File: config.mk
export PLATFORM = sky130hd
export DESIGN_NAME = nbusf_cell
export DESIGN_NICKNAME = d
export VERILOG_FILES = /design/src/rtl/nbusf_pkg.sv /design/src/rtl/nbusf_cell.sv
export SDC_FILE = /design/constraint.sdc
export NUM_CORES = 1
export LEC_CHECK = 0
export BUFFER_PORTS_ARGS = -buffer_cell sky130_fd_sc_hd__buf_2
export CAP_MARGIN = 20
export CORE_AREA = 4 4 311 313
export DETAILED_ROUTE_END_ITERATION = 10
export DIE_AREA = 0 0 315 317
export PLACE_DENSITY = 0.43
export SLEW_MARGIN = 25
export SYNTH_ARGS = -nofsm -noshare
export SYNTH_HDL_FRONTEND = slang
export SYNTH_SLANG_ARGS = --single-unit
File: constraint.sdc
create_clock -name clk_i -period 0.8 [get_ports clk_i]
set_input_delay 0 -clock clk_i [delete_from_list [all_inputs] [get_ports clk_i]]
set_output_delay 0 -clock clk_i [all_outputs]
set_load 0.02 [all_outputs]
File: src/rtl/nbusf_pkg.sv
// ----------------------------------------------------------------------------
// nbusf_pkg
// Shared types, constants and helpers for the unbound-body filter.
// ----------------------------------------------------------------------------
package nbusf_pkg;

  localparam int MAX_BODIES = 64;
  localparam int DIMENSIONS = 3;
  localparam int IDX_W      = $clog2(MAX_BODIES);
  localparam int CNT_W      = $clog2(MAX_BODIES + 1);
  localparam int Q_W        = 32;
  localparam int MASS_W     = 31;
  localparam int SOFT_W     = 31;
  localparam int CFG_IDX_W  = 2;

  // configuration register indexes
  localparam logic [CFG_IDX_W-1:0] CFG_SOFT   = 2'd0;
  localparam logic [CFG_IDX_W-1:0] CFG_CUTOFF = 2'd1;
  localparam logic [CFG_IDX_W-1:0] CFG_EXACT  = 2'd2;
  localparam logic [CFG_IDX_W-1:0] CFG_KEEP   = 2'd3;

  localparam logic [SOFT_W-1:0] SOFT_RST = 31'd41;

  // one stored body
  typedef struct packed {
    logic [2:0][Q_W-1:0] pos;
    logic [2:0][Q_W-1:0] vel;
    logic [Q_W-1:0]      mass;
    logic [Q_W-1:0]      pot;
  } body_t;

  // per-cell controls
  typedef struct packed {
    logic load;
    logic shift;
    logic upd;
  } cell_ctrl_t;

  // energy unit commands
  typedef enum logic [1:0] {
    CMD_NONE,
    CMD_TARGET,
    CMD_PAIR,
    CMD_FINISH
  } eng_cmd_e;

  function automatic logic [Q_W-1:0] sat_s33(input logic signed [32:0] v);
    logic [Q_W-1:0] r;
    if (v > 33'sd2147483647)       r = 32'h7FFF_FFFF;
    else if (v < -33'sd2147483648) r = 32'h8000_0000;
    else                           r = v[31:0];
    return r;
  endfunction

  function automatic logic [Q_W-1:0] sat_s49(input logic signed [48:0] v);
    logic [Q_W-1:0] r;
    if (v > 49'sd2147483647)       r = 32'h7FFF_FFFF;
    else if (v < -49'sd2147483648) r = 32'h8000_0000;
    else                           r = v[31:0];
    return r;
  endfunction

endpackage

File: src/rtl/nbusf_cell.sv
// ----------------------------------------------------------------------------
// nbusf_cell
// One body slot of the rotating row; loads, takes its neighbor or updates.
// ----------------------------------------------------------------------------
module nbusf_cell
  import nbusf_pkg::*;
(
  input  logic       clk_i,
  input  logic       rst_ni,
  input  cell_ctrl_t ctrl_i,
  input  body_t      in_body_i,
  input  body_t      nbr_body_i,
  input  logic       nbr_mark_i,
  input  logic [Q_W-1:0] upd_pot_i,
  input  logic       upd_mark_i,
  output body_t      body_o,
  output logic       mark_o
);

  body_t body_q;
  logic  mark_q;

  // body payload
  always_ff @(posedge clk_i) begin
    if (ctrl_i.load) begin
      body_q <= in_body_i;
    end else if (ctrl_i.upd) begin
      body_q.pot <= upd_pot_i;
    end else if (ctrl_i.shift) begin
      body_q <= nbr_body_i;
    end
  end

  // escape mark
  always_ff @(posedge clk_i or negedge rst_ni) begin
    if (!rst_ni) begin
      mark_q <= 1'b0;
    end else if (ctrl_i.upd) begin
      mark_q <= upd_mark_i;
    end else if (ctrl_i.shift) begin
      mark_q <= nbr_mark_i;
    end
  end

  assign body_o = body_q;
  assign mark_o = mark_q;

endmodule

==> results of run 1 <==
==> power by group <==
group	switching (W)	total [W]	internal, W
Sequential	0.000830	0.0175	0.0167
Clock	0.00554	0.0125	0.00699
Combinational	0.00499	0.0120	0.00703
==> final cells by class <==
cell class / count / share of cell area
Inverter: 1 / 0.000145
Timing Repair Buffer: 1444 / 0.459
Sequential cell: 257 / 0.297
Tap cell: 1265 / 0.0610
Antenna cell: 3 / 0.000289
Multi-Input combinational cell: 325 / 0.148
Clock inverter: 11 / 0.00217
Clock buffer: 39 / 0.0311
==> worst reg2reg max path: cells and delay by family, from the launching register on <==
family          cells  cell delay (ns)
mux                 1             0.13
compound gates      1             0.08
flops               1             0.40
==> per-layer routing <==
metal  GRT usage  vias up  wire, um
met5           0        -        12
met2       0.183      597     28500
met1      0.0986     5342     19000
li1            -     5290         -
met4      0.0525        2      2810
met3      0.0335      151      5170
==> stage by stage <==
stage	total power (W)	cell area [um^2]
after floorplan	0.0217	12100
after detailed placement	0.0256	18000
after CTS	0.0419	25400
final	0.0421	25900
after global placement	0.0256	18000
after global routing	0.0438	25900
==> cell usage after synthesis (all sizes together) <==
library cell	number	area (um^2)
edfxtp	256	7690
mux2	224	2900
buf	33	297
mux2i	33	330
nand2	33	124
o21ai	33	165
clkbuf	3	11.3
a21o	1	7.51
dfrtp	1	25.0
inv	1	3.75
or3	1	6.26
==> worst max-delay path by stage <==
stage / to / slack, ns / cells after the start
after CTS: body_o[33] / -0.52 / 1
after floorplan: body_o[100] / -1.42 / 4
after detailed placement: body_o[172] / -0.41 / 4
after global routing: body_o[33] / -0.51 / 1
final: body_o[33] / -0.46 / 1
after global placement: body_o[63] / -0.38 / 4
==> repair_timing <==
item,4_1_cts,5_1_grt
pin swaps,0,0
gates resized for setup,322,163
hold endpoints to repair,259,6
setup endpoints to repair,257,493
hold buffers,551,10
==> sequential cells by signal, summed over array words and instances (netlist names) <==
register / count
body_o: 256
mark_o: 1
==> kinds of logic (layout without fill, tap and decap cells) <==
logic type / Yosys count / after routing
AO/OA/AOI/OAI: 34 / 34
other: 0 / 3
buffers and inverters: 37 / 1495
flip-flops: 257 / 257
multiplexers: 257 / 257
AND/OR/NAND/NOR: 34 / 34
==> placed cells by master (no fill, tap or decap) <==
cell type       netlist  routed
buf_2                12     565
clkbuf_1              3       8
buf_4                 8      65
buf_6                 2     241
clkbuf_16             0      31
o21ai_0              33      32
a21o_4                0       1
or3_2                 0       1
dlygate4sd3_1         0     556
nand2_1              33      33
clkinv_4              0       1
clkinv_2              0       4
inv_6                 0       1
dlymetal6s4s_1        0       2
o21ai_1               0       1
dfrtp_1               1       1
clkinv_1              0       5
mux2_4              100     183
inv_2                 0       1
diode_2               0       3
buf_8                10       1
mux2i_1              33      33
edfxtp_1            256     256
buf_12                0      14
mux2_2              124      41
==> results.txt, run 1 <==
----------------------------------------------------
[Status]
  Result of the run ... finished, violations left
  Violations in the final reports ... negative hold slack, negative setup slack

[Worst setup path]
  R2R Path Start ... mark_o
  Path type of the worst setup path ... flop to output pin
  Critical Path, Cell by Cell ... buf_6
  Worst setup startpoint ... body_o[33]
  Critical path's largest stage delay ... 0.48 ns
  Critical Path RT ... 0.80 ns
  Worst-path cell with the longest stage delay ... edfxtp_1
  Number of buffer and inverter instances along the worst setup path ... 1
  R2R Setup Slk ... 0.08 ns
  Critical Path Sink Type ... output pin
  Reg2reg end ... mark_o
  Startpoint Class ... flop
  Highest net fanout along the worst path ... 1
  R2r worst-path depth ... 2
  Largest delay contributor family on the critical path ... flip-flops
  CP Data Arrival Time ... 1.26 ns

[Global route]
  Global-route wire length before repair ... 75800 um
  Vias in the first global route ... 12.9k
  Maximum number of pins on one net before global-route repair ... 33
  Grt ovf ... 0
  Overall routing resource usage ... 0.0994
  Antenna violations before repair ... 9

[Worst hold path]
  Hold path endpoint ... body_o[11]
  Hold WC Path Type ... input port to flop
  Launch point of the worst hold path ... ctrl_i[2]
  Worst hold path cell count ... 4

[Cells and area]
  Number of nets in the layout ... 2611
  Area of the multi-input gates ... 3850 um^2
  Area taken by flip-flops and latches ... 7710 um^2
  Final instance count without filler cells ... 3345
  Final standard cell utilization of the core ... 0.275
  Area grow syn2layout ... 124%
  Proportion of layout cells with a drive suffix above 1 ... 0.554
  Fill cell total of the finished layout ... 9509

[Synth]
  Number of warning messages in the yosys log ... 0
  Flip-flop and latch count after synthesis ... 257
  Dominant combinational cell family by area after synthesis ... multiplexers
  Xor and xnor area share after synthesis ... 0
  Number of unique standard cell types used by synthesis ... 16
  Mapped cell area ... 11600 um^2
  Share of the synthesized area in compound gates (AO/OA/AOI/OAI) ... 0.0149
  Cells after synthesis ... 619
  Simple logic cell fraction of the synthesized area ... 0.0113
  Share of cell area taken by muxes after synthesis ... 0.279
  Arithmetic-cell share of the synthesized area counting full adders, half adders and majority gates ... 0
  Total nets after synthesis ... 1170
  Portion of the post-synthesis area used by sequential elements ... 0.667
  Average cell area after synthesis ... 18.7 um^2

[Detailed routing]
  Total DRC errors in the routed layout ... 0
  Detailed router's first-iteration violation count ... 448
  Wire per inst ... 16.6 um
  Routed vias/inst ... 3.40
  Routed wire length ... 55500 um
  Via count ... 11.4k
  Routed Antenna Nets ... 0
  Total iterations of the first detailed-routing run ... 4

[STA]
  Final sum of negative setup slack ... -82.82 ns
  Peak Freq ... 796 MHz
  Unrepaired setup endpoints after global routing ... yes
  Normalized max-slew margin ... 0.823
  Number of endpoints with negative hold slack in the final report ... 4
  Worst Hold Margin ... -0.0247 ns
  Setup-violating endpoint count in the final report ... 258
  Total count of max-transition violations in the final report ... 0
  Part of the cycle the worst path needs ... 1.57
  Worst clock skew on the final layout ... 0 ns
  Setup slack after layout ... -0.456 ns
  Post-layout min period ... 1.26 ns
  Worst-margin pin slew ... 0.258 ns

[Floorplan]
  Initial core utilization ... 0.123
  Placeable Area ... 94300 um^2
  Vertical die dimension ... 317 um
  Total Die Area ... 99900 um^2
  Number of ports placed on the die boundary ... 808
  Die Wd ... 315 um
  Std-Cell Rows ... 113

[Clock network]
  Root cell of the clock tree ... clkbuf_16
  Clock-pin transition on the worst setup and hold timing paths ... 0.06 ns
  Number of buffers added by the clock tree synthesis step ... 31
  Number of sinks on the clock net ... 257
  Clk Latency, worst-skew pair ... 0.58 ns
  TritonCTS clock tree ... built
  Maximum root-to-sink buffer count ... 3
  Setup bufs post-CTS ... 0
  CTS H-tree depth ... 1

[Placed design]
  Number of buffers inserted by port buffering ... 807
  HPWL after DPL ... 39100 um
  Dpl ws ... -0.407 ns
  Weighted congestion at the end of routability-driven global placement ... 0.854
  Number of instances in the placed design ... 2734

[Power and ir drop]
  IR drop worst, VDD ... 1.49 mV
  Total power per unit cell area ... 1620 nW/um^2
  Leakage dissipation ... 11.5 nW

[Run]
  Max Cap Viol ... 0

----------------------------------------------------
(Power assumes the default switching activity.)
==> run 2: changes to the inputs <==
Settings changed: RECOVER_POWER set to 100.
==> run 2 against run 1 <==
  * The flow finishes with violations (negative setup slack)
  * Cell area shrank 0.74%
  * Wire length is essentially flat
  * Sequential share of layout area grew 0.22 points
  * Utilization shrank 0.20 points
  * Sequential power is essentially flat
  * Register-to-register slack is essentially flat
==> results.txt, run 2 (synthesis gave the netlist of run 1 again) <==
----------------------------------------------------
[Worst setup path]
  Highest net fanout along the worst path ... 1
  Path type of the worst setup path ... flop to output pin
  Largest delay contributor family on the critical path ... flip-flops
  Critical path's largest stage delay ... 0.48 ns
  Critical Path, Cell by Cell ... buf_6
  Critical Path RT ... 0.80 ns
  R2r worst-path depth ... 2
  Worst path depth ... 1
  Startpoint Class ... flop
  Critical Path Sink Type ... output pin
  Number of buffer and inverter instances along the worst setup path ... 1
  CP Data Arrival Time ... 1.26 ns
  Worst-path cell with the longest stage delay ... edfxtp_1

[Clock network]
  TritonCTS clock tree ... built
  Number of buffers added by the clock tree synthesis step ... 31
  Clk Latency, worst-skew pair ... 0.57 ns
  Root cell of the clock tree ... clkbuf_16
  Number of sinks on the clock net ... 257
  Setup bufs post-CTS ... 0
  CTS H-tree depth ... 1
  Clock-pin transition on the worst setup and hold timing paths ... 0.06 ns
  Maximum root-to-sink buffer count ... 3

[Status]
  Violations in the final reports ... negative setup slack
  Result of the run ... finished, violations left

[Cells and area]
  Proportion of layout cells with a drive suffix above 1 ... 0.545
  Area of the multi-input gates ... 3790 um^2
  Area grow syn2layout ... 123%
  Number of nets in the layout ... 2611
  Commonest non-fill, non-tap cells in the layout ... 566 x buf_2, 556 x dlygate4sd3_1, 256 x edfxtp_1
  Fin area ... 25700 um^2
  Most common cell after layout, fill and taps aside ... buf_2
  Area taken by flip-flops and latches ... 7710 um^2
  Number of flip-flops under the largest register name ... 256
  Fill cell total of the finished layout ... 9556

[Detailed routing]
  Total DRC errors in the routed layout ... 0
  Wire length on met2 ... 28500 um
  Top routing layer used ... met5
  Routed Antenna Nets ... 0
  Routed wire length ... 55600 um
  Total iterations of the first detailed-routing run ... 4
  Metal1 wirelength ... 19100 um
  Routed vias/inst ... 3.41
  Via count ... 11.4k
  Wire per inst ... 16.6 um
  Met3 routed wirelength ... 5150 um
  Detailed router's first-iteration violation count ... 423

[Global route]
  Overall routing resource usage ... 0.0994
  Vias in the first global route ... 12.9k
  Antenna violations before repair ... 9
  Maximum number of pins on one net before global-route repair ... 33
  Global-route wire length before repair ... 75800 um
  Grt ovf ... 0

[STA]
  Worst-margin pin slew ... 0.580 ns
  Post-layout min period ... 1.26 ns
  Part of the cycle the worst path needs ... 1.57
  Worst clock skew on the final layout ... 0 ns
  Number of endpoints with negative hold slack in the final report ... 0
  Peak Freq ... 797 MHz
  Setup slack after layout ... -0.455 ns
  Total count of max-transition violations in the final report ... 0
  Worst Hold Margin ... 0.0289 ns
  Setup-violating endpoint count in the final report ... 486
  Unrepaired setup endpoints after global routing ... yes
  Normalized max-slew margin ... 0.613

[Placed design]
  Weighted congestion at the end of routability-driven global placement ... 0.854
  HPWL after DPL ... 39100 um
  Placed Instance Area ... 18000 um^2
  Number of buffers inserted by port buffering ... 807

[Power and ir drop]
  Total power per unit cell area ... 1630 nW/um^2
  IR drop worst, VDD ... 1.49 mV
  Leakage dissipation ... 11.4 nW

[Floorplan]
  Placeable Area ... 94300 um^2
  Number of ports placed on the die boundary ... 808
  Total Die Area ... 99900 um^2
  Std-Cell Rows ... 113
  Die Wd ... 315 um
  Initial core utilization ... 0.123
  Vertical die dimension ... 317 um

[Worst hold path]
  Worst hold path cell count ... 5
  Hold WC Path Type ... input port to flop

[Run]
  Max Cap Viol ... 0

----------------------------------------------------
-- run 2: area by class of cell --
cell class	instances	area share
diodes	3	0.000292
flip-flops and latches	257	0.300
repair buffers	1444	0.458
multi-input cells	325	0.147
clock inverters	11	0.00219
well taps	1265	0.0615
inverters	1	0.000146
clock buffers	39	0.0313
-- run 2: repair_timing --
action,4_1_cts,5_1_grt
setup endpoints to repair,257,493
resized for setup,322,163
endpoints found under the hold margin,259,6
hold buffers,551,10
-- run 2: routing by layer --
metal  vias up  track usage
li1       5301            -
met1      5366       0.0986
met2       600        0.183
met3       153       0.0335
met4         2       0.0525
met5         -            0
-- run 2: final timing paths --
check                           start    endpoint  slack (ns)
max                        body_o[33]  body_o[33]       -0.46
min                         ctrl_i[0]      mark_o        0.03
max reg2reg                    mark_o      mark_o        0.08
min reg2reg                    mark_o      mark_o        0.63
max in group asynchronous      rst_ni      mark_o        0.40
min in group asynchronous      rst_ni      mark_o        0.28
-- run 2: tightest hold or removal path: cells and delay by family --
kind	cells	cell delay (ns)
compound gates	1	0.06
simple gates	1	0.05
buf+inv	3	0.45
-- run 2: through the flow --
step                      worst slack [ns]   util  setup TNS (ns)  cells  power [W]
after floorplan                      -1.42      -         -356.22    619     0.0217
after global placement              -0.384  0.191         -159.06   2734     0.0256
after detailed placement            -0.407  0.191         -164.75   2734     0.0256
after CTS                           -0.520  0.269         -139.98   3335     0.0419
after global routing                -0.507  0.273         -143.72   3344     0.0437
final                               -0.455  0.273         -113.04   3345     0.0419
-- run 2: power by group --
group          switching (W)  leakage [nW]  internal [W]
clock network        0.00556         0.424       0.00699
logic                0.00497          8.35       0.00689
registers           0.000828          2.59        0.0167
total                 0.0114          11.4        0.0306
